$ cat src/hdl/assert_macros.svh
// assertion macros shared by the rtl modules
`ifndef ASSERT_MACROS_SVH
`define ASSERT_MACROS_SVH

// same-cycle implication, disabled during reset
`define MCSL_ASSERT_NOW(lbl, clk, rst_n, ante, cons) \
    lbl: assert property (@(posedge clk) disable iff (!(rst_n)) (ante) |-> (cons)) \
        else $error("mcsl assertion failed");

// next-cycle implication, disabled during reset
`define MCSL_ASSERT_NEXT(lbl, clk, rst_n, ante, cons) \
    lbl: assert property (@(posedge clk) disable iff (!(rst_n)) (ante) |=> (cons)) \
        else $error("mcsl assertion failed");

`endif

$ cat src/hdl/mcsl_pkg.sv
// package with types, constants and command shaping for the slew limiter
package mcsl_pkg;

    localparam int NUM_CHANNELS_DEF = 10;

    localparam int CHAN_W  = 4;
    localparam int CMD_W   = 10;
    localparam int DRIVE_W = 8;
    localparam int STEP_W  = 8;
    localparam int DB_W    = 7;
    localparam int CFG_IDX_W = 1;
    localparam int CFG_DATA_W = 8;

    localparam logic signed [DRIVE_W-1:0] DRIVE_MAX = 8'sd127;
    localparam logic [STEP_W-1:0] STEP_LIMIT_RST = 8'd15;
    localparam logic [DB_W-1:0]   DEAD_BAND_RST  = 7'd15;

    localparam logic [CFG_IDX_W-1:0] CFG_STEP_LIMIT = 1'b0;
    localparam logic [CFG_IDX_W-1:0] CFG_DEAD_BAND  = 1'b1;

    localparam logic MODE_SET  = 1'b0;
    localparam logic MODE_TICK = 1'b1;

    typedef enum logic {
        ST_IDLE,
        ST_RUN
    } t_state;

    // controller to datapath
    typedef struct packed {
        logic set_target;
        logic step_load;
        logic step_last;
    } t_cmd;

    // datapath to controller
    typedef struct packed {
        logic out_free;
    } t_status;

    // deadband then saturation to the drive range
    function automatic logic signed [DRIVE_W-1:0] shape_command(
        input logic signed [CMD_W-1:0] cmd,
        input logic [DB_W-1:0] dead_band
    );
        logic signed [CMD_W:0] c_ext;
        logic [CMD_W:0] mag;
        logic signed [DRIVE_W-1:0] res;
        c_ext = {cmd[CMD_W-1], cmd};
        mag = c_ext[CMD_W] ? (CMD_W+1)'(-c_ext) : c_ext;
        if (mag < {{(CMD_W+1-DB_W){1'b0}}, dead_band}) begin
            res = '0;
        end else if (cmd > CMD_W'(DRIVE_MAX)) begin
            res = DRIVE_MAX;
        end else if (cmd < -CMD_W'(DRIVE_MAX)) begin
            res = -DRIVE_MAX;
        end else begin
            res = cmd[DRIVE_W-1:0];
        end
        return res;
    endfunction

endpackage

$ cat src/hdl/mcsl_in_if.sv
// input word channel: set or tick
interface mcsl_in_if;
    logic                         valid;
    logic                         ready;
    logic                         mode;
    logic [mcsl_pkg::CHAN_W-1:0]  channel;
    logic signed [mcsl_pkg::CMD_W-1:0] command;

    modport source (output valid, output mode, output channel, output command, input ready);
    modport sink   (input valid, input mode, input channel, input command, output ready);
endinterface

$ cat src/hdl/mcsl_out_if.sv
// output word channel: one channel value per word
interface mcsl_out_if;
    logic                         valid;
    logic                         ready;
    logic [mcsl_pkg::CHAN_W-1:0]  out_channel;
    logic signed [mcsl_pkg::DRIVE_W-1:0] drive_value;
    logic                         last;

    modport source (output valid, output out_channel, output drive_value, output last,
                    input ready);
    modport sink   (input valid, input out_channel, input drive_value, input last,
                    output ready);
endinterface

$ cat src/hdl/mcsl_ctrl.sv
// controller: accepts words and walks the channels on a tick
`include "assert_macros.svh"

module mcsl_ctrl #(
    parameter int NUM_CHANNELS = mcsl_pkg::NUM_CHANNELS_DEF,
    parameter int IDX_W = (NUM_CHANNELS > 1) ? $clog2(NUM_CHANNELS) : 1
) (
    input  logic                 i_clk,
    input  logic                 i_rst_n,
    input  logic                 i_in_valid,
    input  logic                 i_in_mode,
    output logic                 o_in_ready,
    input  mcsl_pkg::t_status    i_status,
    output mcsl_pkg::t_cmd       o_cmd,
    output logic [IDX_W-1:0]     o_idx
);
    import mcsl_pkg::*;

    localparam logic [IDX_W-1:0] LAST_IDX = IDX_W'(NUM_CHANNELS - 1);

    t_state r_state, n_state;
    logic [IDX_W-1:0] r_cnt, n_cnt;

    always_ff @(posedge i_clk) begin
        if (!i_rst_n) begin
            r_state <= ST_IDLE;
            r_cnt   <= '0;
        end else begin
            r_state <= n_state;
            r_cnt   <= n_cnt;
        end
    end

    // next state
    always_comb begin
        n_state = r_state;
        case (r_state)
            ST_IDLE: begin
                if (i_in_valid && i_in_mode == MODE_TICK) begin
                    n_state = ST_RUN;
                end
            end
            ST_RUN: begin
                if (i_status.out_free && r_cnt == LAST_IDX) begin
                    n_state = ST_IDLE;
                end
            end
            default: n_state = ST_IDLE;
        endcase
    end

    // outputs and channel counter
    always_comb begin
        o_in_ready       = 1'b0;
        o_cmd.set_target = 1'b0;
        o_cmd.step_load  = 1'b0;
        o_cmd.step_last  = 1'b0;
        n_cnt            = r_cnt;
        case (r_state)
            ST_IDLE: begin
                o_in_ready       = 1'b1;
                o_cmd.set_target = i_in_valid && (i_in_mode == MODE_SET);
            end
            ST_RUN: begin
                o_cmd.step_load = i_status.out_free;
                o_cmd.step_last = r_cnt == LAST_IDX;
                if (i_status.out_free) begin
                    n_cnt = (r_cnt == LAST_IDX) ? '0 : r_cnt + 1'b1;
                end
            end
            default: ;
        endcase
    end

    assign o_idx = r_cnt;

    `MCSL_ASSERT_NOW(a_idle_cnt_zero, i_clk, i_rst_n, r_state == ST_IDLE, r_cnt == '0)
    `MCSL_ASSERT_NEXT(a_last_to_idle, i_clk, i_rst_n, o_cmd.step_load && o_cmd.step_last, r_state == ST_IDLE)
    `MCSL_ASSERT_NOW(a_no_set_in_run, i_clk, i_rst_n, o_cmd.set_target, !o_cmd.step_load && o_in_ready)

endmodule

$ cat src/hdl/mcsl_dp.sv
// datapath: config registers, target and current tables, output register
`include "assert_macros.svh"

module mcsl_dp #(
    parameter int NUM_CHANNELS = mcsl_pkg::NUM_CHANNELS_DEF,
    parameter int IDX_W = (NUM_CHANNELS > 1) ? $clog2(NUM_CHANNELS) : 1
) (
    input  logic                                i_clk,
    input  logic                                i_rst_n,
    input  logic                                i_cfg_we,
    input  logic [mcsl_pkg::CFG_IDX_W-1:0]      i_cfg_idx,
    input  logic [mcsl_pkg::CFG_DATA_W-1:0]     i_cfg_wdata,
    input  logic [mcsl_pkg::CHAN_W-1:0]         i_channel,
    input  logic signed [mcsl_pkg::CMD_W-1:0]   i_command,
    input  mcsl_pkg::t_cmd                      i_cmd,
    input  logic [IDX_W-1:0]                    i_idx,
    output mcsl_pkg::t_status                   o_status,
    mcsl_out_if.source                          o_out
);
    import mcsl_pkg::*;

    localparam int EXT_W = IDX_W + CHAN_W;

    logic [STEP_W-1:0] r_step_limit;
    logic [DB_W-1:0]   r_dead_band;
    logic signed [DRIVE_W-1:0] r_tgt [NUM_CHANNELS];
    logic signed [DRIVE_W-1:0] r_cur [NUM_CHANNELS];

    logic                      r_out_valid;
    logic [CHAN_W-1:0]         r_out_channel;
    logic signed [DRIVE_W-1:0] r_out_drive;
    logic                      r_out_last;

    logic [EXT_W-1:0]          ch_ext;
    logic [IDX_W-1:0]          set_idx;
    logic                      set_ok;
    logic [EXT_W-1:0]          idx_ext;
    logic signed [DRIVE_W:0]   diff;
    logic [DRIVE_W-1:0]        diff_mag;
    logic [STEP_W-1:0]         step;
    logic signed [DRIVE_W:0]   n_cur_wide;
    logic signed [DRIVE_W-1:0] n_cur;

    // set word: channel range check
    assign ch_ext  = EXT_W'(i_channel);
    assign set_idx = ch_ext[IDX_W-1:0];
    assign set_ok  = ch_ext < EXT_W'(NUM_CHANNELS);

    // slew step for the channel under the counter
    assign diff     = (DRIVE_W+1)'(r_tgt[i_idx]) - (DRIVE_W+1)'(r_cur[i_idx]);
    assign diff_mag = diff[DRIVE_W] ? DRIVE_W'(-diff) : diff[DRIVE_W-1:0];
    assign step     = (diff_mag < r_step_limit) ? diff_mag : r_step_limit;
    always_comb begin
        n_cur_wide = (DRIVE_W+1)'(r_cur[i_idx]);
        if (diff > 0) begin
            n_cur_wide = n_cur_wide + (DRIVE_W+1)'(step);
        end else if (diff < 0) begin
            n_cur_wide = n_cur_wide - (DRIVE_W+1)'(step);
        end
        n_cur = n_cur_wide[DRIVE_W-1:0];
    end

    assign idx_ext = EXT_W'(i_idx);

    always_ff @(posedge i_clk) begin
        if (!i_rst_n) begin
            r_step_limit <= STEP_LIMIT_RST;
            r_dead_band  <= DEAD_BAND_RST;
            for (int k = 0; k < NUM_CHANNELS; k++) begin
                r_tgt[k] <= '0;
                r_cur[k] <= '0;
            end
        end else begin
            if (i_cfg_we && i_cfg_idx == CFG_STEP_LIMIT) begin
                r_step_limit <= i_cfg_wdata[STEP_W-1:0];
            end
            if (i_cfg_we && i_cfg_idx == CFG_DEAD_BAND) begin
                r_dead_band <= i_cfg_wdata[DB_W-1:0];
            end
            if (i_cmd.set_target && set_ok) begin
                r_tgt[set_idx] <= shape_command(i_command, r_dead_band);
            end
            if (i_cmd.step_load) begin
                r_cur[i_idx] <= n_cur;
            end
        end
    end

    // output register
    always_ff @(posedge i_clk) begin
        if (!i_rst_n) begin
            r_out_valid <= 1'b0;
        end else if (i_cmd.step_load) begin
            r_out_valid <= 1'b1;
        end else if (o_out.ready) begin
            r_out_valid <= 1'b0;
        end
    end

    always_ff @(posedge i_clk) begin
        if (i_cmd.step_load) begin
            r_out_channel <= idx_ext[CHAN_W-1:0];
            r_out_drive   <= n_cur;
            r_out_last    <= i_cmd.step_last;
        end
    end

    assign o_status.out_free  = !r_out_valid || o_out.ready;
    assign o_out.valid        = r_out_valid;
    assign o_out.out_channel  = r_out_channel;
    assign o_out.drive_value  = r_out_drive;
    assign o_out.last         = r_out_last;

    `MCSL_ASSERT_NEXT(a_load_shows, i_clk, i_rst_n, i_cmd.step_load, r_out_valid)
    `MCSL_ASSERT_NOW(a_drive_in_range, i_clk, i_rst_n, r_out_valid, r_out_drive != -DRIVE_MAX - 8'sd1)
    `MCSL_ASSERT_NOW(a_load_only_free, i_clk, i_rst_n, i_cmd.step_load, !r_out_valid || o_out.ready)

endmodule

$ cat src/hdl/multi_channel_slew_limiter_unit.sv
// top level of the multi-channel slew limiter: controller plus datapath
// a set word is written into the target table when taken; a tick moves the controller to run, and
// each channel word then goes through the output register, one channel per cycle unless the sink holds off;
// the next input word waits for the walk to end
// reset: step_limit and dead_band go to 15, every target and current value to zero
module multi_channel_slew_limiter_unit #(
    parameter int NUM_CHANNELS = mcsl_pkg::NUM_CHANNELS_DEF
) (
    input  logic                            i_clk,
    input  logic                            i_rst_n,
    input  logic                            i_cfg_we,
    input  logic [mcsl_pkg::CFG_IDX_W-1:0]  i_cfg_idx,
    input  logic [mcsl_pkg::CFG_DATA_W-1:0] i_cfg_wdata,
    mcsl_in_if.sink                         i_in,
    mcsl_out_if.source                      o_out
);
    import mcsl_pkg::*;

    // counter width, at least one bit for a single channel
    localparam int IDX_W = (NUM_CHANNELS > 1) ? $clog2(NUM_CHANNELS) : 1;

    // command and status between the two halves
    t_cmd             cmd;
    t_status          status;
    logic [IDX_W-1:0] idx;
    logic             in_ready;

    // controller: idle takes words, run walks channels when the output register frees
    mcsl_ctrl #(
        .NUM_CHANNELS (NUM_CHANNELS),
        .IDX_W        (IDX_W)
    ) u_ctrl (
        .i_clk      (i_clk),
        .i_rst_n    (i_rst_n),
        .i_in_valid (i_in.valid),
        .i_in_mode  (i_in.mode),
        .o_in_ready (in_ready),
        .i_status   (status),
        .o_cmd      (cmd),
        .o_idx      (idx)
    );

    assign i_in.ready = in_ready;

    // datapath: tables, slew step and the output word register
    mcsl_dp #(
        .NUM_CHANNELS (NUM_CHANNELS),
        .IDX_W        (IDX_W)
    ) u_dp (
        .i_clk       (i_clk),
        .i_rst_n     (i_rst_n),
        .i_cfg_we    (i_cfg_we),
        .i_cfg_idx   (i_cfg_idx),
        .i_cfg_wdata (i_cfg_wdata),
        .i_channel   (i_in.channel),
        .i_command   (i_in.command),
        .i_cmd       (cmd),
        .i_idx       (idx),
        .o_status    (status),
        .o_out       (o_out)
    );

endmodule

$ cat src/flat_wrapper.sv
// flat-port wrapper written by rule: the top's interface ports become plain ports
module multi_channel_slew_limiter_unit_flat import mcsl_pkg::*;
#(
    parameter int NUM_CHANNELS = mcsl_pkg::NUM_CHANNELS_DEF
)
  (i_clk, i_rst_n, i_cfg_we, i_cfg_idx, i_cfg_wdata, i_in_valid, i_in_mode, i_in_channel, i_in_command, i_in_ready, o_out_valid, o_out_out_channel, o_out_drive_value, o_out_last, o_out_ready);
  mcsl_in_if i_in_i ();
  mcsl_out_if o_out_i ();
  input  logic i_clk;
  input  logic i_rst_n;
  input  logic i_cfg_we;
  input  logic [mcsl_pkg::CFG_IDX_W-1:0] i_cfg_idx;
  input  logic [mcsl_pkg::CFG_DATA_W-1:0] i_cfg_wdata;
  input wire logic [$bits(i_in_i.valid)-1:0] i_in_valid;
  input wire logic [$bits(i_in_i.mode)-1:0] i_in_mode;
  input wire logic [$bits(i_in_i.channel)-1:0] i_in_channel;
  input wire logic [$bits(i_in_i.command)-1:0] i_in_command;
  output wire logic [$bits(i_in_i.ready)-1:0] i_in_ready;
  output wire logic [$bits(o_out_i.valid)-1:0] o_out_valid;
  output wire logic [$bits(o_out_i.out_channel)-1:0] o_out_out_channel;
  output wire logic [$bits(o_out_i.drive_value)-1:0] o_out_drive_value;
  output wire logic [$bits(o_out_i.last)-1:0] o_out_last;
  input wire logic [$bits(o_out_i.ready)-1:0] o_out_ready;
  assign i_in_i.valid = i_in_valid;
  assign i_in_i.mode = i_in_mode;
  assign i_in_i.channel = i_in_channel;
  assign i_in_i.command = i_in_command;
  assign i_in_ready = i_in_i.ready;
  assign o_out_valid = o_out_i.valid;
  assign o_out_out_channel = o_out_i.out_channel;
  assign o_out_drive_value = o_out_i.drive_value;
  assign o_out_last = o_out_i.last;
  assign o_out_i.ready = o_out_ready;
  multi_channel_slew_limiter_unit #(.NUM_CHANNELS(NUM_CHANNELS)) u_core (.i_clk(i_clk), .i_rst_n(i_rst_n), .i_cfg_we(i_cfg_we), .i_cfg_idx(i_cfg_idx), .i_cfg_wdata(i_cfg_wdata), .i_in(i_in_i), .o_out(o_out_i));
endmodule
$ cat config.mk
export PLATFORM = sky130hd
export DESIGN_NAME = multi_channel_slew_limiter_unit_flat
export DESIGN_NICKNAME = d
export VERILOG_FILES = /design/src/hdl/mcsl_pkg.sv /design/src/hdl/mcsl_in_if.sv /design/src/hdl/mcsl_out_if.sv /design/src/hdl/mcsl_ctrl.sv /design/src/hdl/mcsl_dp.sv /design/src/hdl/multi_channel_slew_limiter_unit.sv /design/src/flat_wrapper.sv
export VERILOG_INCLUDE_DIRS = /design/src /design/src/hdl
export SDC_FILE = /design/constraint.sdc
export NUM_CORES = 1
export LEC_CHECK = 0
export ABC_AREA = 1
export BUFFER_PORTS_ARGS = -buffer_cell sky130_fd_sc_hd__buf_2
export CELL_PAD_IN_SITES_DETAIL_PLACEMENT = 1
export CELL_PAD_IN_SITES_GLOBAL_PLACEMENT = 1
export CORE_MARGIN = 3
export CORE_UTILIZATION = 50
export CTS_CLUSTER_DIAMETER = 30
export CTS_CLUSTER_SIZE = 40
export DETAILED_ROUTE_END_ITERATION = 8
export PLACE_DENSITY_LB_ADDON = 0.1
export REMOVE_ABC_BUFFERS = 1
export SLEW_MARGIN = 10
export SYNTH_ARGS = -nofsm -noshare
export SYNTH_HDL_FRONTEND = slang
export SYNTH_SLANG_ARGS = --single-unit
$ cat constraint.sdc
create_clock -name i_clk -period 7.4 [get_ports i_clk]
set_input_delay 1.48 -clock i_clk [delete_from_list [all_inputs] [get_ports i_clk]]
set_output_delay 1.48 -clock i_clk [all_outputs]
set_load 0.005 [all_outputs]
==> impl_metrics.prom, run 1 <==
# TYPE chip_impl_metric gauge
chip_impl_metric{name="rows",unit=""} 61
chip_impl_metric{name="p_per_area",unit="nW/um2"} 359
chip_impl_info{name="slowest_stage",value="dfxtp_4"} 1
chip_impl_metric{name="drc",unit=""} 0
chip_impl_metric{name="synthesis.area",unit="um2"} 14400
chip_impl_info{name="setup.worst_path.start_class",value="register"} 1
chip_impl_metric{name="placedCellCount",unit=""} 1840
chip_impl_metric{name="met3_length",unit="um"} 2820
chip_impl_metric{name="power.share.clock",unit="%"} 46.7
chip_impl_metric{name="skew",unit="ns"} 0.0344
chip_impl_metric{name="grt_usage",unit="%"} 29.4
chip_impl_metric{name="numPortBuffers",unit=""} 43
chip_impl_metric{name="drt_iter0_drc",unit=""} 1018
chip_impl_metric{name="setup_violations",unit=""} 0
chip_impl_metric{name="post_drt_wl_per_cell",unit="um"} 23.0
chip_impl_metric{name="drt_pass1_iterations",unit=""} 5
chip_impl_metric{name="final_layout_size_suffix_gt1_share",unit="%"} 13.5
chip_impl_metric{name="worstPathArrival",unit="ns"} 7.13
chip_impl_info{name="synth-main-ff-cell",value="edfxtp_1"} 1
chip_impl_metric{name="timing.max_cap.violations",unit=""} 0
chip_impl_metric{name="setup_ws",unit="ns"} 0.536
chip_impl_metric{name="synth-edff-count",unit=""} 269
chip_impl_metric{name="final_min_period_over_clock_period",unit="%"} 92.8
chip_impl_metric{name="post-dp-hpwl",unit="um"} 27500
chip_impl_metric{name="floorplan.io_pins",unit=""} 44
chip_impl_metric{name="drt.antenna.violating_nets",unit=""} 0
chip_impl_metric{name="timing.critical_path.slowest_cell_delay",unit="ns"} 0.52
chip_impl_metric{name="critical_path_required",unit="ns"} 7.67
chip_impl_metric{name="floorplan.core_area",unit="um2"} 28100
chip_impl_metric{name="chipWidth",unit="um"} 176
chip_impl_metric{name="grt_pass1_vias",unit=""} 12100
chip_impl_metric{name="timing.slew.headroom",unit="%"} 21.0
chip_impl_info{name="worstReg2RegEnd",value="u_core.u_dp.r_cur[10][6]"} 1
chip_impl_info{name="timing.setup.critical_path_class",value="reg -> reg"} 1
chip_impl_info{name="cell_chosen_for_the_clock_root",value="clkbuf_16"} 1
chip_impl_metric{name="critical_path.max_fanout",unit=""} 26
chip_impl_metric{name="clk_latency",unit="ns"} 0.58
chip_impl_metric{name="switching_power",unit="mW"} 2.01
chip_impl_metric{name="synthToLayoutAreaGrowth",unit="%"} 22.3
chip_impl_metric{name="switching_share",unit="%"} 31.8
chip_impl_metric{name="cellInternalPower",unit="mW"} 4.32
chip_impl_info{name="cpMostUsedCell",value="nor2_1"} 1
chip_impl_metric{name="placement.setup.worst_slack",unit="ns"} 0.201
chip_impl_metric{name="cts_buffer_count",unit=""} 69
chip_impl_metric{name="final_cell_count_no_fill",unit=""} 1968
chip_impl_metric{name="number_of_antenna_violations_at_the_first_check_in_global_routing",unit=""} 0
chip_impl_metric{name="average_size_of_a_mapped_cell",unit="um2"} 10.3
chip_impl_metric{name="clock-sinks",unit=""} 294
chip_impl_info{name="run_status",value="completed"} 1
chip_impl_metric{name="irDropWorstVdd",unit="mV"} 0.311
chip_impl_metric{name="ys_seq_elements",unit=""} 294
chip_impl_metric{name="timing_hold_violations_final",unit=""} 0
chip_impl_metric{name="power.combinational.fraction",unit="%"} 22.3
chip_impl_info{name="cts_tree",value="yes"} 1
chip_impl_metric{name="p_leak",unit="nW"} 6.97
chip_impl_metric{name="yosysWarnings",unit=""} 0
chip_impl_metric{name="grt.overflow.total",unit=""} 0
chip_impl_info{name="crit_end",value="u_core.u_dp.r_cur[10][6]"} 1
chip_impl_metric{name="final.min_clock_period",unit="ns"} 6.86
chip_impl_metric{name="synthesis.instances",unit=""} 1400
chip_impl_metric{name="routed_wl",unit="um"} 45300
chip_impl_metric{name="ctsHtreeMaxLevel",unit=""} 3
chip_impl_metric{name="final-max-slew-violation-count",unit=""} 0
chip_impl_metric{name="cts-root-to-sink-buffers",unit=""} 3
chip_impl_metric{name="post_drt_via_cell_ratio",unit=""} 5.78
chip_impl_metric{name="floorplan.die_area",unit="um2"} 30900
chip_impl_info{name="highest_layer",value="met4"} 1
chip_impl_metric{name="globalplace.congestion",unit=""} 0.930
chip_impl_metric{name="asyncSetResetFlopFracSynth",unit="%"} 0
chip_impl_metric{name="die_height",unit="um"} 176
chip_impl_metric{name="synth_cell_type_count",unit=""} 45
chip_impl_metric{name="regToRegSetupSlack",unit="ns"} 0.54
chip_impl_metric{name="sequential_cell_area_fraction_in_the_yosys_report",unit="%"} 59.5
chip_impl_metric{name="routedLengthMet1",unit="um"} 18900
chip_impl_metric{name="max_clock_freq",unit="MHz"} 146
chip_impl_metric{name="finalSetupTns",unit="ns"} 0
chip_impl_info{name="end_kind",value="register"} 1
chip_impl_info{name="hold_path.class",value="reg -> reg"} 1
chip_impl_metric{name="grt_first_pass_wirelength",unit="um"} 69400
chip_impl_metric{name="grt_start_max_net_pins",unit=""} 50
chip_impl_metric{name="route.vias.total",unit=""} 11400
chip_impl_info{name="unrepaired_setup_endpoints_after_global_routing",value="no"} 1
chip_impl_metric{name="timing.reg2reg.worst_path_depth",unit=""} 36
chip_impl_metric{name="insertedDiodeCount",unit=""} 0
chip_impl_metric{name="sequentialPowerShare",unit="%"} 30.9
chip_impl_metric{name="finish.net_count",unit=""} 1607
chip_impl_metric{name="tightestPinTransition",unit="ns"} 1.18
chip_impl_metric{name="wl_met2",unit="um"} 22100
chip_impl_metric{name="start_util",unit="%"} 51.3
chip_impl_metric{name="worst_setup_hold_path_clk_slew",unit="ns"} 0.05
[synthesized netlist by cell type (all sizes together) (10+ instances only)]
| cell type | n | share of area, % |
|---|---|---|
| a21oi | 97 | 3.4 |
| buf | 25 | 0.89 |
| clkbuf | 26 | 0.68 |
| dfxtp | 25 | 3.5 |
| edfxtp | 269 | 56 |
| ha | 38 | 3.3 |
| inv | 182 | 4.8 |
| mux2i | 64 | 4.4 |
| nand2 | 169 | 4.8 |
| nand3 | 51 | 1.8 |
| nor2 | 213 | 5.8 |
| nor3 | 10 | 0.43 |
| o211ai | 71 | 3.7 |
| o21ai | 116 | 4.1 |
[placed cells by master, fill, tap and decap left out, drive strengths merged]
cell type    n
a211oi       2
a21boi       1
a21oi       97
a22oi        1
a31oi        1
a32oi        2
and3         1
buf         70
bufinv       6
clkbuf      84
clkinv      35
clkinvlp     2
conb        48
dfxtp       25
edfxtp     269
fa           3
ha          38
inv        187
mux2i       64
nand2      169
nand3       51
nand3b       2
nand4        6
nor2       213
nor3        10
o211ai      71
o21a         1
o21ai      116
o21bai       1
o31ai        2
or2          1
xnor2        3
xor2         8
[flip-flops by register name (all words and copies together), names as in the netlist, named ones only]
name,flops
u_core.u_dp.r_tgt,128
u_core.u_dp.r_dead_band,7
u_core.u_dp.o_out.drive_value,8
u_core.u_ctrl.r_state,1
u_core.u_dp.r_step_limit,8
u_core.u_dp.o_out.valid,1
u_core.u_dp.o_out.out_channel,4
u_core.u_ctrl.o_idx,4
u_core.u_dp.r_cur,128
u_core.u_dp.o_out.last,1
[logic make-up (layout without fill, tap and decap cells)]
family	after synthesis	after routing	synth area share (%)
DFF	294	294	59.5
and+or+nand+nor	453	453	13.3
buffers and inverters	241	384	6.53
muxes	64	64	4.44
xor gates and xnor gates	11	11	0.668
AOI/OAI and AO/OA	295	295	11.8
adders and majority gates	41	41	3.71
other	1	48	0.0260
[worst max-delay path, delay by kind of cell (launching register included)]
kind / cells / cell delay, ns
buf+inv: 6 / 0.82
xor+xnor: 2 / 0.32
fa+ha+maj: 4 / 1.12
simple gates: 15 / 1.84
flops: 1 / 0.52
compound gates: 9 / 1.93
[how the worst min path moves through the flow]
stage,from,end,cells after the start
6_report,u_core.u_dp.r_dead_band[5],u_core.u_dp.r_dead_band[5],2
4_1_cts,u_core.u_dp.r_dead_band[5],u_core.u_dp.r_dead_band[5],2
5_1_grt,u_core.u_dp.r_dead_band[4],u_core.u_dp.r_dead_band[4],2
3_5_place_dp,u_core.u_dp.r_dead_band[5],u_core.u_dp.r_dead_band[5],2
3_3_place_gp,u_core.u_dp.r_dead_band[6],u_core.u_dp.r_dead_band[6],2
2_1_floorplan,u_core.u_dp.r_dead_band[4],u_core.u_dp.r_dead_band[4],2
[layout make-up]
class | count | area [um2]
Clock inverter | 40 | 444
Sequential cell | 294 | 8590
Tap cell | 378 | 473
Clock buffer | 84 | 1800
Inverter | 190 | 718
Fill cell | 3044 | 10500
Multi-Input combinational cell | 912 | 5080
Timing Repair Buffer | 70 | 519
[through the flow]
stage	instance area, um2	hold slack (ns)	util, %	total power [mW]
6_report	17600	0.458	62.8	6.33
3_5_place_dp	15300	0.461	54.5	3.31
2_1_floorplan	14400	0.435	-	2.90
4_1_cts	17500	0.464	62.5	6.30
3_3_place_gp	15300	0.455	54.5	3.27
5_1_grt	17600	0.490	62.8	6.59
[layer usage]
layer	track usage, %	vias to the layer above
met3	4.78	126
met4	11.8	0
li1	-	5090
met5	0	-
met1	38.6	5684
met2	48.9	468
[timing repair]
item,in CTS,in global routing
buffers inserted,0,4
resized for setup,0,10
setup endpoints to repair,0,70
endpoints found under the hold margin,0,0
hold buffers,0,0
[power groups by stage]
stage,clock network [mW],registers [mW],logic [mW]
after CTS,2.98,1.96,1.36
final,2.96,1.96,1.41
after global routing,3.07,1.96,1.57
after global placement,0,1.98,1.29
after floorplan,0,1.99,0.908
after detailed placement,0,1.99,1.32
No activity file was read; power rests on OpenSTA's default activity.
==> run 2, diff against run 1 <==
--- a/config.mk
+++ b/config.mk
@@ -6,12 +6,11 @@
 export SDC_FILE = /design/constraint.sdc
 export NUM_CORES = 1
 export LEC_CHECK = 0
-export ABC_AREA = 1
 export BUFFER_PORTS_ARGS = -buffer_cell sky130_fd_sc_hd__buf_2
 export CELL_PAD_IN_SITES_DETAIL_PLACEMENT = 1
 export CELL_PAD_IN_SITES_GLOBAL_PLACEMENT = 1
 export CORE_MARGIN = 3
-export CORE_UTILIZATION = 50
+export CORE_UTILIZATION = 52
 export CTS_CLUSTER_DIAMETER = 30
 export CTS_CLUSTER_SIZE = 40
 export DETAILED_ROUTE_END_ITERATION = 8
==> run 2 against run 1 <==
Routed wire length is 12% lower. Fmax is 4.9% lower. Power is 8.5% higher. Clock-buffer cell count is 15 lower. Worst setup slack worse by 0.36 ns. Final cell count is 20% lower. Clock skew is 0.017 ns lower. Cell area is 1.3% lower. Via count is 16% lower. Combinational power is 47% higher. Hold slack better by 0.0023 ns. Clock power is 4% lower. Critical path type unchanged. Largest power group unchanged.
==> impl_metrics.prom, run 2 <==
# TYPE chip_impl_metric gauge
chip_impl_metric{name="numPortBuffers",unit=""} 43
chip_impl_info{name="unrepaired_setup_endpoints_after_global_routing",value="yes"} 1
chip_impl_info{name="hold_path.class",value="reg -> reg"} 1
chip_impl_metric{name="multiInputGateArea",unit="um2"} 5290
chip_impl_metric{name="finish.net_count",unit=""} 1249
chip_impl_metric{name="drt_pass1_iterations",unit=""} 7
chip_impl_metric{name="route.vias.total",unit=""} 9507
chip_impl_metric{name="critical_path_required",unit="ns"} 7.68
chip_impl_metric{name="final-seq-area",unit="um2"} 8580
chip_impl_metric{name="post-synth-top-area-fraction",unit="%"} 57.6
chip_impl_metric{name="timing.max_cap.violations",unit=""} 0
chip_impl_metric{name="floorplan.core_area",unit="um2"} 26300
chip_impl_metric{name="globalplace.congestion",unit=""} 0.904
chip_impl_metric{name="chipWidth",unit="um"} 170
chip_impl_info{name="reg_top3",value="u_core.u_dp.r_cur (128), u_core.u_dp.r_tgt (128)"} 1
chip_impl_metric{name="layout.core_utilization",unit="%"} 66.2
chip_impl_metric{name="worstPathBufferInverterCount",unit=""} 6
chip_impl_info{name="run_status",value="completed"} 1
chip_impl_metric{name="rows",unit=""} 59
chip_impl_metric{name="timing.slew.headroom",unit="%"} 35.7
chip_impl_info{name="cp_top_family",value="compound AO/OA/AOI/OAI gates"} 1
chip_impl_info{name="final_cell_mix",value="edfxtp_1, nor2_1, nand2_1"} 1
chip_impl_metric{name="max_clock_freq",unit="MHz"} 139
chip_impl_metric{name="regToRegSetupSlack",unit="ns"} 0.18
chip_impl_metric{name="synth-edff-count",unit=""} 269
chip_impl_info{name="highest_layer",value="met4"} 1
chip_impl_metric{name="fill_cells",unit=""} 2458
chip_impl_metric{name="setup_violations",unit=""} 0
chip_impl_metric{name="wl_met2",unit="um"} 19700
chip_impl_metric{name="synthesis.area",unit="um2"} 14000
chip_impl_metric{name="synthToLayoutAreaGrowth",unit="%"} 24.1
chip_impl_metric{name="met3_length",unit="um"} 2810
chip_impl_info{name="timing.hold.worst.start",value="u_core.u_dp.r_dead_band[6]"} 1
chip_impl_info{name="cts_tree",value="yes"} 1
chip_impl_info{name="slowest_stage",value="mux4_2"} 1
chip_impl_metric{name="grt_start_max_net_pins",unit=""} 34
chip_impl_info{name="end_kind",value="register"} 1
chip_impl_metric{name="grt.overflow.total",unit=""} 0
chip_impl_metric{name="insertedDiodeCount",unit=""} 0
chip_impl_metric{name="floorplan.die_area",unit="um2"} 29000
chip_impl_info{name="hold_end",value="u_core.u_dp.r_dead_band[6]"} 1
chip_impl_metric{name="final-max-slew-violation-count",unit=""} 0
chip_impl_info{name="synth-main-ff-cell",value="edfxtp_1"} 1
chip_impl_metric{name="p_leak",unit="nW"} 6.57
chip_impl_metric{name="start_util",unit="%"} 53.4
chip_impl_metric{name="routedLengthMet1",unit="um"} 16400
chip_impl_metric{name="drc",unit=""} 0
chip_impl_metric{name="holdPathStages",unit=""} 2
chip_impl_metric{name="post_drt_wl_per_cell",unit="um"} 25.5
chip_impl_info{name="post_synth_main_area_contributors",value="edfxtp_1, mux4_2, nor2_1"} 1
chip_impl_info{name="timing.setup.critical_path_class",value="reg -> reg"} 1
chip_impl_metric{name="grt_usage",unit="%"} 27.5
chip_impl_metric{name="timing.critical_path.slowest_cell_delay",unit="ns"} 0.57
chip_impl_metric{name="worst_setup_hold_path_clk_slew",unit="ns"} 0.05
chip_impl_metric{name="placedCellCount",unit=""} 1425
chip_impl_metric{name="grt_pass1_vias",unit=""} 10000
chip_impl_metric{name="yosysWarnings",unit=""} 0
chip_impl_metric{name="drt_iter0_drc",unit=""} 861
chip_impl_metric{name="irDropWorstVdd",unit="mV"} 0.267
chip_impl_metric{name="clk_latency",unit="ns"} 0.57
chip_impl_metric{name="final_layout_size_suffix_gt1_share",unit="%"} 27.3
chip_impl_metric{name="finalPower",unit="mW"} 6.87
chip_impl_metric{name="ctsHtreeMaxLevel",unit=""} 2
chip_impl_info{name="cell_chosen_for_the_clock_root",value="clkbuf_16"} 1
chip_impl_info{name="mostFrequentLayoutCell",value="edfxtp_1"} 1
chip_impl_metric{name="post_drt_via_cell_ratio",unit=""} 6.07
chip_impl_metric{name="cts-root-to-sink-buffers",unit=""} 3
chip_impl_metric{name="critical_path.max_fanout",unit=""} 11
chip_impl_metric{name="synthesis.instances",unit=""} 1020
chip_impl_metric{name="sequential_cell_area_fraction_in_the_yosys_report",unit="%"} 61.2
chip_impl_metric{name="p_per_area",unit="nW/um2"} 395
chip_impl_metric{name="routed_wl",unit="um"} 39900
chip_impl_metric{name="final_min_period_over_clock_period",unit="%"} 97.6
chip_impl_metric{name="die_height",unit="um"} 170
chip_impl_info{name="worstReg2RegEnd",value="u_core.u_dp.r_cur[11][6]"} 1
chip_impl_metric{name="synth_cell_type_count",unit=""} 66
chip_impl_metric{name="timing.reg2reg.worst_path_depth",unit=""} 27
chip_impl_metric{name="floorplan.io_pins",unit=""} 44
chip_impl_metric{name="ys_seq_elements",unit=""} 294
chip_impl_metric{name="cts_buffer_count",unit=""} 59
chip_impl_metric{name="grt_first_pass_wirelength",unit="um"} 60300
chip_impl_metric{name="average_size_of_a_mapped_cell",unit="um2"} 13.7
chip_impl_metric{name="final_cell_count_no_fill",unit=""} 1565
chip_impl_info{name="synthDominantAreaCellType",value="edfxtp_1"} 1
chip_impl_info{name="setup.worst_path.start_class",value="register"} 1
chip_impl_metric{name="finalSetupTns",unit="ns"} 0
chip_impl_metric{name="post-dp-hpwl",unit="um"} 25900
chip_impl_metric{name="final.min_clock_period",unit="ns"} 7.22
chip_impl_metric{name="number_of_antenna_violations_at_the_first_check_in_global_routing",unit=""} 0
chip_impl_metric{name="timing_hold_violations_final",unit=""} 0
chip_impl_metric{name="asyncSetResetFlopFracSynth",unit="%"} 0
chip_impl_metric{name="clock-sinks",unit=""} 294
chip_impl_info{name="post-synth-top-count-cell",value="edfxtp_1"} 1
chip_impl_metric{name="worstPathArrival",unit="ns"} 7.50
chip_impl_metric{name="skew",unit="ns"} 0.0174
chip_impl_info{name="synth.cells.most_frequent",value="edfxtp_1, nor2_1, nand2_1"} 1
chip_impl_metric{name="drt.antenna.violating_nets",unit=""} 0
chip_impl_metric{name="tightestPinTransition",unit="ns"} 0.961
-- run 2: kinds of logic after synthesis --
family	share of synthesized area, %
other cells	0.0267
buf+inv	3.43
simple gates	10.9
compound gates	6.16
xor+xnor	1.30
flops	61.2
mux	13.2
fa+ha+maj	3.82
-- run 2: how the worst max path moves through the flow --
| stage | from | end | slack [ns] | cells after the start |
|---|---|---|---|---|
| floorplan | register | u_core.u_dp.r_cur[10][6] | -2.57 | 25 |
| global placement | register | u_core.u_dp.r_cur[14][6] | 0.09 | 26 |
| detailed placement | register | u_core.u_dp.r_cur[15][7] | -0.09 | 29 |
| CTS | register | u_core.u_dp.r_cur[15][7] | 0.006 | 28 |
| global route | register | u_core.u_dp.r_cur[15][6] | -0.12 | 31 |
| finish | register | u_core.u_dp.r_cur[11][6] | 0.18 | 27 |
-- run 2: timing repair --
| item | CTS | global route |
|---|---|---|
| cloned | 0 | 2 |
| setup buffers | 0 | 26 |
| hold buffers | 0 | 0 |
| resized for setup | 7 | 33 |
| pin swaps | 1 | 11 |
| setup endpoints to repair | 41 | 84 |
-- run 2: worst min-delay path, stage by stage, from the launching register on --
cell,delay [ns]
dfxtp_1,0.30
nand2_1,0.05
a21oi_1,0.05
-- run 2: report_power, final --
part	total, mW	switching (mW)	leakage (nW)	internal, mW
logic	2.07	1.25	2.56	0.813
registers	1.97	0.0301	3.00	1.93
clock network	2.83	0.915	1.01	1.92
-- run 2: layout make-up --
class	count	share of cell area, %
clock buffer	69	9.12
timing repair buffer	106	4.34
inverter	54	1.19
multi-input combinational	664	30.4
sequential	294	49.3
clock inverter	43	3.23
tap	335	2.41
-- run 2: layer usage --
layer  global-route usage [%]  up-vias
li1                         -     4137
met1                     37.2     4908
met2                     46.1      386
met3                     5.69       76
met4                     7.13        0
met5                        0        -
-- run 2: metrics by stage --
stage	hold WS, ns	worst slack [ns]	cell area (um2)
after floorplan	0.436	-2.57	13900
final	0.461	0.181	17400
after global routing	0.481	-0.122	17400
after global placement	0.447	0.0942	14900
after CTS	0.457	0.00618	17100
after detailed placement	0.455	-0.0855	14900
==> run 3, diff against run 2 <==
==> constraint.sdc (replaced) <==
create_clock -name i_clk -period 7.4 [get_ports i_clk]
set_input_delay 0 -clock i_clk [delete_from_list [all_inputs] [get_ports i_clk]]
set_output_delay 0 -clock i_clk [all_outputs]
set_load 0.005 [all_outputs]
==> run 3 against run 2 <==
Clock skew increased by 0.0058 ns. Hold slack got worse by 0.45 ns. Sequential power about the same. Cell area increased by 1.2%. Highest routed layer is now met5.
==> impl_metrics.prom, run 3 (synthesis results as in run 2) <==
# TYPE chip_impl_metric gauge
chip_impl_metric{name="die_height",unit="um"} 170
chip_impl_metric{name="worstPathArrival",unit="ns"} 7.50
chip_impl_metric{name="cts_buffer_count",unit=""} 66
chip_impl_info{name="run_status",value="completed"} 1
chip_impl_metric{name="layout.core_utilization",unit="%"} 67.0
chip_impl_metric{name="start_util",unit="%"} 53.4
chip_impl_metric{name="finalSetupTns",unit="ns"} 0
chip_impl_metric{name="cts-root-to-sink-buffers",unit=""} 3
chip_impl_metric{name="post_drt_wl_per_cell",unit="um"} 26.4
chip_impl_metric{name="chipWidth",unit="um"} 170
chip_impl_metric{name="worst_setup_hold_path_clk_slew",unit="ns"} 0.05
chip_impl_info{name="setup.worst_path.start_class",value="register"} 1
chip_impl_metric{name="grt.overflow.total",unit=""} 0
chip_impl_metric{name="sequentialPowerShare",unit="%"} 28.7
chip_impl_metric{name="timing.max_cap.violations",unit=""} 0
chip_impl_metric{name="tightestPinTransition",unit="ns"} 0.977
chip_impl_metric{name="irDropWorstVdd",unit="mV"} 0.206
chip_impl_metric{name="placement.setup.worst_slack",unit="ns"} -0.0636
chip_impl_metric{name="timing_hold_violations_final",unit=""} 0
chip_impl_metric{name="setup_ws",unit="ns"} 0.155
chip_impl_metric{name="final.min_clock_period",unit="ns"} 7.25
chip_impl_metric{name="whs",unit="ns"} 0.0152
chip_impl_info{name="hold_path.class",value="in -> reg"} 1
chip_impl_metric{name="finish.net_count",unit=""} 1272
chip_impl_metric{name="drc",unit=""} 0
chip_impl_metric{name="final-max-slew-violation-count",unit=""} 0
chip_impl_metric{name="ctsHtreeMaxLevel",unit=""} 3
chip_impl_info{name="cell_chosen_for_the_clock_root",value="clkbuf_16"} 1
chip_impl_metric{name="post_drt_via_cell_ratio",unit=""} 6.15
chip_impl_info{name="timing.setup.critical_path_class",value="reg -> reg"} 1
chip_impl_metric{name="rows",unit=""} 59
chip_impl_metric{name="floorplan.io_pins",unit=""} 44
chip_impl_metric{name="switching_share",unit="%"} 32.3
chip_impl_metric{name="clock-sinks",unit=""} 294
chip_impl_metric{name="grt_pass1_vias",unit=""} 10400
chip_impl_metric{name="timing.slew.headroom",unit="%"} 34.7
chip_impl_metric{name="drt_pass1_iterations",unit=""} 6
chip_impl_info{name="cts_tree",value="yes"} 1
chip_impl_metric{name="floorplan.die_area",unit="um2"} 29000
chip_impl_info{name="mostFrequentLayoutCell",value="edfxtp_1"} 1
chip_impl_metric{name="post-dp-hpwl",unit="um"} 25800
chip_impl_metric{name="drt_iter0_drc",unit=""} 1035
chip_impl_info{name="timing.hold.worst.start",value="i_rst_n"} 1
chip_impl_metric{name="grt_start_max_net_pins",unit=""} 51
chip_impl_metric{name="synthToLayoutAreaGrowth",unit="%"} 25.5
chip_impl_metric{name="dpl-instance-area",unit="um2"} 14900
chip_impl_metric{name="finish.instance_area",unit="um2"} 17600
chip_impl_metric{name="skew",unit="ns"} 0.0232
chip_impl_info{name="reg_top3",value="u_core.u_dp.r_cur (128), u_core.u_dp.r_tgt (128)"} 1
chip_impl_metric{name="grt_first_pass_wirelength",unit="um"} 62600
chip_impl_metric{name="route.vias.total",unit=""} 9739
chip_impl_metric{name="final_min_period_over_clock_period",unit="%"} 97.9
chip_impl_metric{name="p_per_area",unit="nW/um2"} 389
chip_impl_metric{name="setup_violations",unit=""} 0
chip_impl_metric{name="routed_wl",unit="um"} 41800
chip_impl_metric{name="critical_path_required",unit="ns"} 7.66
chip_impl_metric{name="final_layout_size_suffix_gt1_share",unit="%"} 26.6
chip_impl_metric{name="switching_power",unit="mW"} 2.21
chip_impl_metric{name="number_of_antenna_violations_at_the_first_check_in_global_routing",unit=""} 1
chip_impl_metric{name="drt.antenna.violating_nets",unit=""} 0
chip_impl_metric{name="p_leak",unit="nW"} 6.66
chip_impl_metric{name="globalplace.congestion",unit=""} 0.907
chip_impl_metric{name="floorplan.core_area",unit="um2"} 26300
chip_impl_info{name="final_cell_mix",value="edfxtp_1, nor2_1, nand2_1"} 1
chip_impl_metric{name="power.combinational.fraction",unit="%"} 30.0
chip_impl_metric{name="power.share.clock",unit="%"} 41.2
chip_impl_info{name="end_kind",value="register"} 1
chip_impl_metric{name="clk_latency",unit="ns"} 0.54
chip_impl_metric{name="numPortBuffers",unit=""} 43
chip_impl_metric{name="critical_path.max_fanout",unit=""} 16
chip_impl_metric{name="max_clock_freq",unit="MHz"} 138
chip_impl_metric{name="cellInternalPower",unit="mW"} 4.64
chip_impl_metric{name="grt_usage",unit="%"} 29.0
chip_impl_metric{name="insertedDiodeCount",unit=""} 0
[run 3: worst max-delay path: stages (launching register included)]
cell and delay, ns:
dfxtp_4 0.40, buf_12 0.12, buf_4 0.10, buf_4 0.13, mux4_2 0.55, mux4_2 0.56
fa_2 0.42, nor2b_2 0.15, o21a_1 0.21, o21a_2 0.20, nor2_2 0.08, o31ai_2 0.30
xnor2_1 0.20, ha_1 0.30, a2111o_1 0.41, nor2_1 0.13, a211oi_2 0.10, buf_6 0.19
a21oi_1 0.40, ha_1 0.39, a21oi_1 0.23, o21ai_0 0.16, a21oi_1 0.22, nor3_1 0.06
a311o_1 0.33, a21boi_2 0.21, or2_4 0.22, clkinvlp_4 0.16
[run 3: power groups by stage]
stage          logic, mW  registers (mW)  clock network (mW)
2_1_floorplan       1.12            2.00                   0
3_3_place_gp        1.63            1.99                   0
3_5_place_dp        1.71            1.99                   0
4_1_cts             1.77            1.97                2.85
5_1_grt             2.21            1.97                2.93
6_report            2.06            1.97                2.82
[run 3: area by class of cell]
type                            count  area (um2)
Clock inverter                     34         354
Timing Repair Buffer              121         941
Sequential cell                   294        8580
Inverter                           54         206
Clock buffer                       81        1780
Fill cell                        2461        8680
Tap cell                          335         419
Multi-Input combinational cell    665        5320
[run 3: through the flow]
step                instances  total power, mW
finish                   1584             6.85
global route             1584             7.11
CTS                      1562             6.59
detailed placement       1425             3.70
global placement         1425             3.62
floorplan                1012             3.12
[run 3: timing repair]
item,in CTS,in global routing
cloned,0,2
pin swaps,0,9
endpoints found under the hold margin,17,0
hold buffers,22,0
endpoints found under the setup margin,39,87
resized for setup,5,42
setup buffers,0,20
[run 3: final timing paths]
check	slack, ns	cells after the start	to
worst max-delay path	0.15	27	u_core.u_dp.r_cur[14][6]
worst min-delay path	0.02	3	u_core.u_dp.r_dead_band[3]
worst max register to register	0.15	27	u_core.u_dp.r_cur[14][6]
worst min register to register	0.47	2	u_core.u_dp.r_step_limit[6]
[run 3: routing by layer]
metal	routed length [um]	GRT usage (%)	up-vias	part of all wire, %
li1	-	-	4196	-
met1	16500	38.8	4982	40
met2	20600	47.6	456	49
met3	3210	5.76	103	7.7
met4	1360	10.7	2	3.3
met5	17	0	-	0.041
